`config.mk`:
```
export PLATFORM = sky130hd
export DESIGN_NAME = chst_mac
export DESIGN_NICKNAME = d
export VERILOG_FILES = /design/src/design/chst_pkg.sv /design/src/design/chst_mac.sv
export SDC_FILE = /design/constraint.sdc
export NUM_CORES = 2
export LEC_CHECK = 0
export ABC_CLOCK_PERIOD_IN_PS = 8800
export BUFFER_PORTS_ARGS = -buffer_cell sky130_fd_sc_hd__buf_4
export CELL_PAD_IN_SITES_DETAIL_PLACEMENT = 2
export CELL_PAD_IN_SITES_GLOBAL_PLACEMENT = 2
export CORE_UTILIZATION = 41
export DETAILED_ROUTE_END_ITERATION = 12
export PLACE_DENSITY_LB_ADDON = 0.2
export SLEW_MARGIN = 10
export SYNTH_ARGS = -nofsm -noshare
export SYNTH_HDL_FRONTEND = slang
export SYNTH_SLANG_ARGS = --single-unit
```
`constraint.sdc`:
```
create_clock -name clk -period 8.8 [get_ports clk]
set_clock_uncertainty 0.2 [all_clocks]
set_input_delay 0.44 -clock clk [delete_from_list [all_inputs] [get_ports clk]]
set_output_delay 0.44 -clock clk [all_outputs]
set_load 0.01 [all_outputs]
```
`src/design/chst_pkg.sv`:
```
// shared types, constants and helpers for the cubic hermite spline table
package chst_pkg;

  localparam int MAX_POINTS  = 16;
  localparam int T_FRAC_BITS = 16;
  localparam int IDX_W       = $clog2(MAX_POINTS);
  localparam int CNT_W       = $clog2(MAX_POINTS + 1);
  localparam int T_W         = 20;
  localparam int SEG_W       = T_W - T_FRAC_BITS;
  localparam int TEN_W       = 19;
  localparam int MA_W        = 20;
  localparam int MB_W        = 33;
  localparam int PW          = MA_W + MB_W;
  localparam int ACC_W       = PW + 3;
  localparam int CARD_SHIFT  = 17;
  localparam int IN_DW       = 160;
  localparam int OUT_DW      = 136;

  typedef enum logic [3:0] {
    OP_APPEND   = 4'd0,
    OP_INSERT   = 4'd1,
    OP_REMOVE   = 4'd2,
    OP_SET_PT   = 4'd3,
    OP_SET_POS  = 4'd4,
    OP_SET_VEL  = 4'd5,
    OP_CLEAR    = 4'd6,
    OP_CARDINAL = 4'd7,
    OP_READ     = 4'd8,
    OP_EVAL_CUM = 4'd9,
    OP_EVAL_NRM = 4'd10
  } op_t;

  typedef enum logic [1:0] {
    STS_OK    = 2'd0,
    STS_RANGE = 2'd1,
    STS_FULL  = 2'd2,
    STS_FEW   = 2'd3
  } sts_t;

  typedef enum logic [4:0] {
    ST_IDLE, ST_DISPATCH, ST_INS, ST_INS_WR, ST_REM, ST_REM_WR, ST_RD_WAIT,
    ST_CD_RA, ST_CD_RB, ST_CD_MX, ST_CD_MY, ST_CD_WR, ST_EV_NORM, ST_EV_T2,
    ST_EV_T3, ST_EV_T3W, ST_EV_H, ST_EV_MAC, ST_DONE
  } state_t;

  typedef struct packed {
    logic acc_load;
    logic acc_add;
  } mac_ctrl_t;

  function automatic logic signed [31:0] rnd_sat(input logic signed [ACC_W-1:0] v,
                                                 input int unsigned sh);
    logic signed [ACC_W-1:0] s;
    logic signed [ACC_W-1:0] hi;
    logic signed [ACC_W-1:0] lo;
    hi = {{(ACC_W-32){1'b0}}, 32'h7fffffff};
    lo = {{(ACC_W-32){1'b1}}, 32'h80000000};
    s  = (v + (ACC_W'(1) << (sh - 1))) >>> sh;
    if (s > hi) return hi[31:0];
    if (s < lo) return lo[31:0];
    return s[31:0];
  endfunction

endpackage

```
`src/design/chst_mac.sv`:
```
// shared signed multiplier with registered product and accumulator
module chst_mac
  import chst_pkg::*;
(
  input  logic                    clk,
  input  logic signed [MA_W-1:0]  mul_a,
  input  logic signed [MB_W-1:0]  mul_b,
  input  mac_ctrl_t               ctrl,
  output logic signed [PW-1:0]    prod,
  output logic signed [ACC_W-1:0] acc
);

  logic signed [PW-1:0]    prod_r;
  logic signed [ACC_W-1:0] acc_r;
  logic signed [ACC_W-1:0] prod_ext;

  assign prod_ext = {{(ACC_W-PW){prod_r[PW-1]}}, prod_r};

  always_ff @(posedge clk) begin
    prod_r <= mul_a * mul_b;
    if (ctrl.acc_load) begin
      acc_r <= prod_ext;
    end else if (ctrl.acc_add) begin
      acc_r <= acc_r + prod_ext;
    end
  end

  assign prod = prod_r;
  assign acc  = acc_r;

endmodule

```
### Word-level counts from Yosys, hierarchy flattened

Cells that the tools add are included.

* bits in registers: 109
* output and inout bits: 109

* add/sub/neg operators: 1
* multiply operators: 1
* multiplexer cells: 2
* reductions and logical operators: 1

Operator list (count)
* 56-bit two-way mux: 2
* 56-bit by 53-bit adder with 56-bit output: 1
* 20-bit by 33-bit multiplier with 53-bit output: 1
* 2-bit nonzero test: 1

### Longest topological paths before layout

* depth in word-level cells: 3
* gate-level depth with buffers: 28

### Least setup slack after synthesis

No wires, ideal clock.

* path type: in2reg
* start: input port mul_a[2]
* end: register prod_r[51], in the netlist prod[51]
* library setup time: 72 ps
* arrival: 6908 ps
* required time: 8528 ps
* slack: 1620 ps
* cell stages on the path: 25
* cells stage by stage: clkbuf_1 -> and2_1 -> fa_1 -> fa_1 -> inv_1 -> fa_1 -> inv_1 -> fa_1 -> inv_1 -> fa_1 -> inv_1 -> fa_1 -> fa_1 -> ha_1 -> a41o_1 -> a221oi_2 -> o31ai_4 -> a22oi_4 -> o41ai_2 -> a31oi_4 -> o21ai_2 -> a41o_1 -> a21o_1 -> a2111oi_4 -> xnor2_1

* cells in the longest elaborated chain, start to end: 1

RTL lines
* start, declared: RTL line chst_mac.sv:6 `input logic signed [MA_W-1:0] mul_a,`
* 20-bit by 33-bit multiplier with 53-bit output: RTL line chst_mac.sv:20 `prod_r <= mul_a * mul_b;`
* end signal, assigned: RTL line chst_mac.sv:20
* end, declared: RTL line chst_mac.sv:13 `logic signed [PW-1:0] prod_r;`

No other way between the ends.
A chain may end at the register's enable or synchronous reset.

### Worst setup path after layout

* start: input port mul_a[2]
* end: register prod_r[50], in the netlist prod[50]

Same word-level chain as after synthesis.

==> results.ini <==
[status]
status=completed

[critical_path]
crit_path_end_kind=flop
path_class=input pin to flop
cp-start-kind=input pin
max_stage_delay_ps=820
cp.arrival_ps=7860
cp_num_buf_inv=7
worstPathMaxFanout=33
slowest_stage=fa_1
worstPathRequired_ps=8890
crit_path_frequent_cell=fa_1
crit_family=adder cells

[die]
coreArea_mm2=0.0714
die_area_mm2=0.0731
die_h_um=270
start_util=0.414
die_w_um=270
ioPinCount=165
rows=98

[cts]
cts-root-buf=clkbuf_16
cts.sinks=109
holdBufCountCts=0
cts_resized=0
cts.clk_slew.worst_paths_ps=80
cts_tree=yes
numCtsBuffers=9
clkLatencyLatePin_ps=380
cts_max_level=3
postCtsSetupBuffers=0
clockBufferDepth=2

[timing]
post-route-period-util=0.883
whs_ps=334
fin_crit_ps=7770
tightest_slew_ps=821
fin_setup_tns_ps=0
drv_slew=0
setup_viol=0
max_slew_margin=0.453
max_freq_mhz=129
final-hold-violation-count=0
rsz0062_at_grt=no

[cells_and_area]
syn2layout_area_growth_pct=7.39
final_common_cell=inv_1
layout_common_cells=inv_1, fa_1, nand2_1, and2_1, ha_1
drive_above_1_share=0.0654
n_fill_cell=7739
layout.nets=4168
multi_input_area_mm2=0.0233
regArea_mm2=0.00274

[drt]
wl_per_cell_um=23.2
post_drt_via_cell_ratio=5.24
drc=0
first_pass_iters=5
drtIter0Drc=967
ant_nets=0
via_count=22100
wirelength_um=97900

[place]
dp_hpwl_um=80000
numPortBuffers=164
gp_congestion=0.866

[synthesis]
syn-num-nets=4142
synth_cells=3243
async_reset_ff_frac=0
synthDistinctLibCells=72
synth.ff_latch_count=109
yosys_warnings=0
synth_ff_type=edfxtp_1
yosysSeqAreaShare=0.0929
synth_edf_count=56
syn_area_mm2=0.0295
syn_area_per_cell_um2=9.10

[hold_path]
holdCritPathClass=input pin to flop

[global_routing]
grt_max_degree=57
track_usage=0.276
grt_pass1_vias=26800
gr-total-overflow=0
antenna_found_initial=3
grt_pass1_wl_um=155000

[job]
cap_violations=0

per-stage QoR:
step | instance area [um2] | setup WS [ps] | instances | util
floorplan | 29500 | 1620 | 3243 | -
global placement | 31400 | 931 | 4208 | 0.440
detailed placement | 31400 | 638 | 4208 | 0.440
CTS | 31700 | 1030 | 4224 | 0.444
global route | 31700 | 706 | 4225 | 0.444
finish | 31700 | 1030 | 4225 | 0.444
flip-flops by register name, indices dropped and copies added, names as in the netlist:
| register | cells |
|---|---|
| acc | 56 |
| prod | 53 |
Yosys cell counts (all sizes together) (18+ instances only):
| cell | number | share of area |
|---|---|---|
| inv | 759 | 0.097 |
| fa | 655 | 0.44 |
| nand2 | 388 | 0.049 |
| and2 | 348 | 0.074 |
| ha | 188 | 0.080 |
| clkbuf | 154 | 0.020 |
| a21oi | 109 | 0.019 |
| o21ai | 99 | 0.017 |
| xnor2 | 72 | 0.021 |
| nor2 | 68 | 0.0086 |
| a21o | 56 | 0.014 |
| edfxtp | 56 | 0.057 |
| dfxtp | 53 | 0.036 |
| xor2 | 37 | 0.011 |
| o21bai | 21 | 0.0053 |
| nand4 | 19 | 0.0040 |
| nor2b | 18 | 0.0041 |
worst register-to-register path: cells and delay by family, from the launching register on:
| family | cells | cell delay, ps |
|---|---|---|
| XOR/XNOR | 1 | 140 |
| AND/OR/NAND/NOR | 2 | 400 |
| AO/OA/AOI/OAI | 7 | 2150 |
| multiplexers | 1 | 270 |
| flip-flops | 1 | 410 |
| adder cells (fa/ha/maj) | 1 | 350 |
metal layers:
metal	global-route usage	share of wire
met5	0	0
met4	0.0593	0.020
met3	0.0266	0.036
met2	0.485	0.50
met1	0.369	0.45
layout make-up:
cell class                 instances  area share
multi-input combinational       2221       0.737
inverter                         759      0.0899
sequential                       109      0.0865
timing repair buffer             169      0.0400
tap                              950      0.0375
clock buffer                       9     0.00711
clock inverter                     7     0.00229
antenna                            1   0.0000790
worst paths after layout:
| check | from | slack [ps] | to | cells past startpoint |
|---|---|---|---|---|
| min | mul_b[0] | 330 | prod[0] | 2 |
| min reg2reg | prod[18] | 400 | acc[18] | 2 |
| max reg2reg | acc[2] | 4630 | acc[43] | 12 |
| max | mul_a[2] | 1030 | prod[50] | 25 |
kinds of logic (layout without fill, tap and decap cells):
kind of cell             Yosys count  in the layout  synth area share
buffers and inverters            913            944             0.116
AND/OR/NAND/NOR                  906            906             0.153
adder cells (fa/ha/maj)          843            843             0.524
AO/OA/AOI/OAI                    358            358            0.0793
XOR/XNOR                         109            109            0.0323
flip-flops                       109            109            0.0929
multiplexers                       5              5           0.00187
other                              0              1                 0
Power is left out: the tool's default activity adds up to more than one toggle a clock period on the data nets, which glitch-free logic cannot reach.
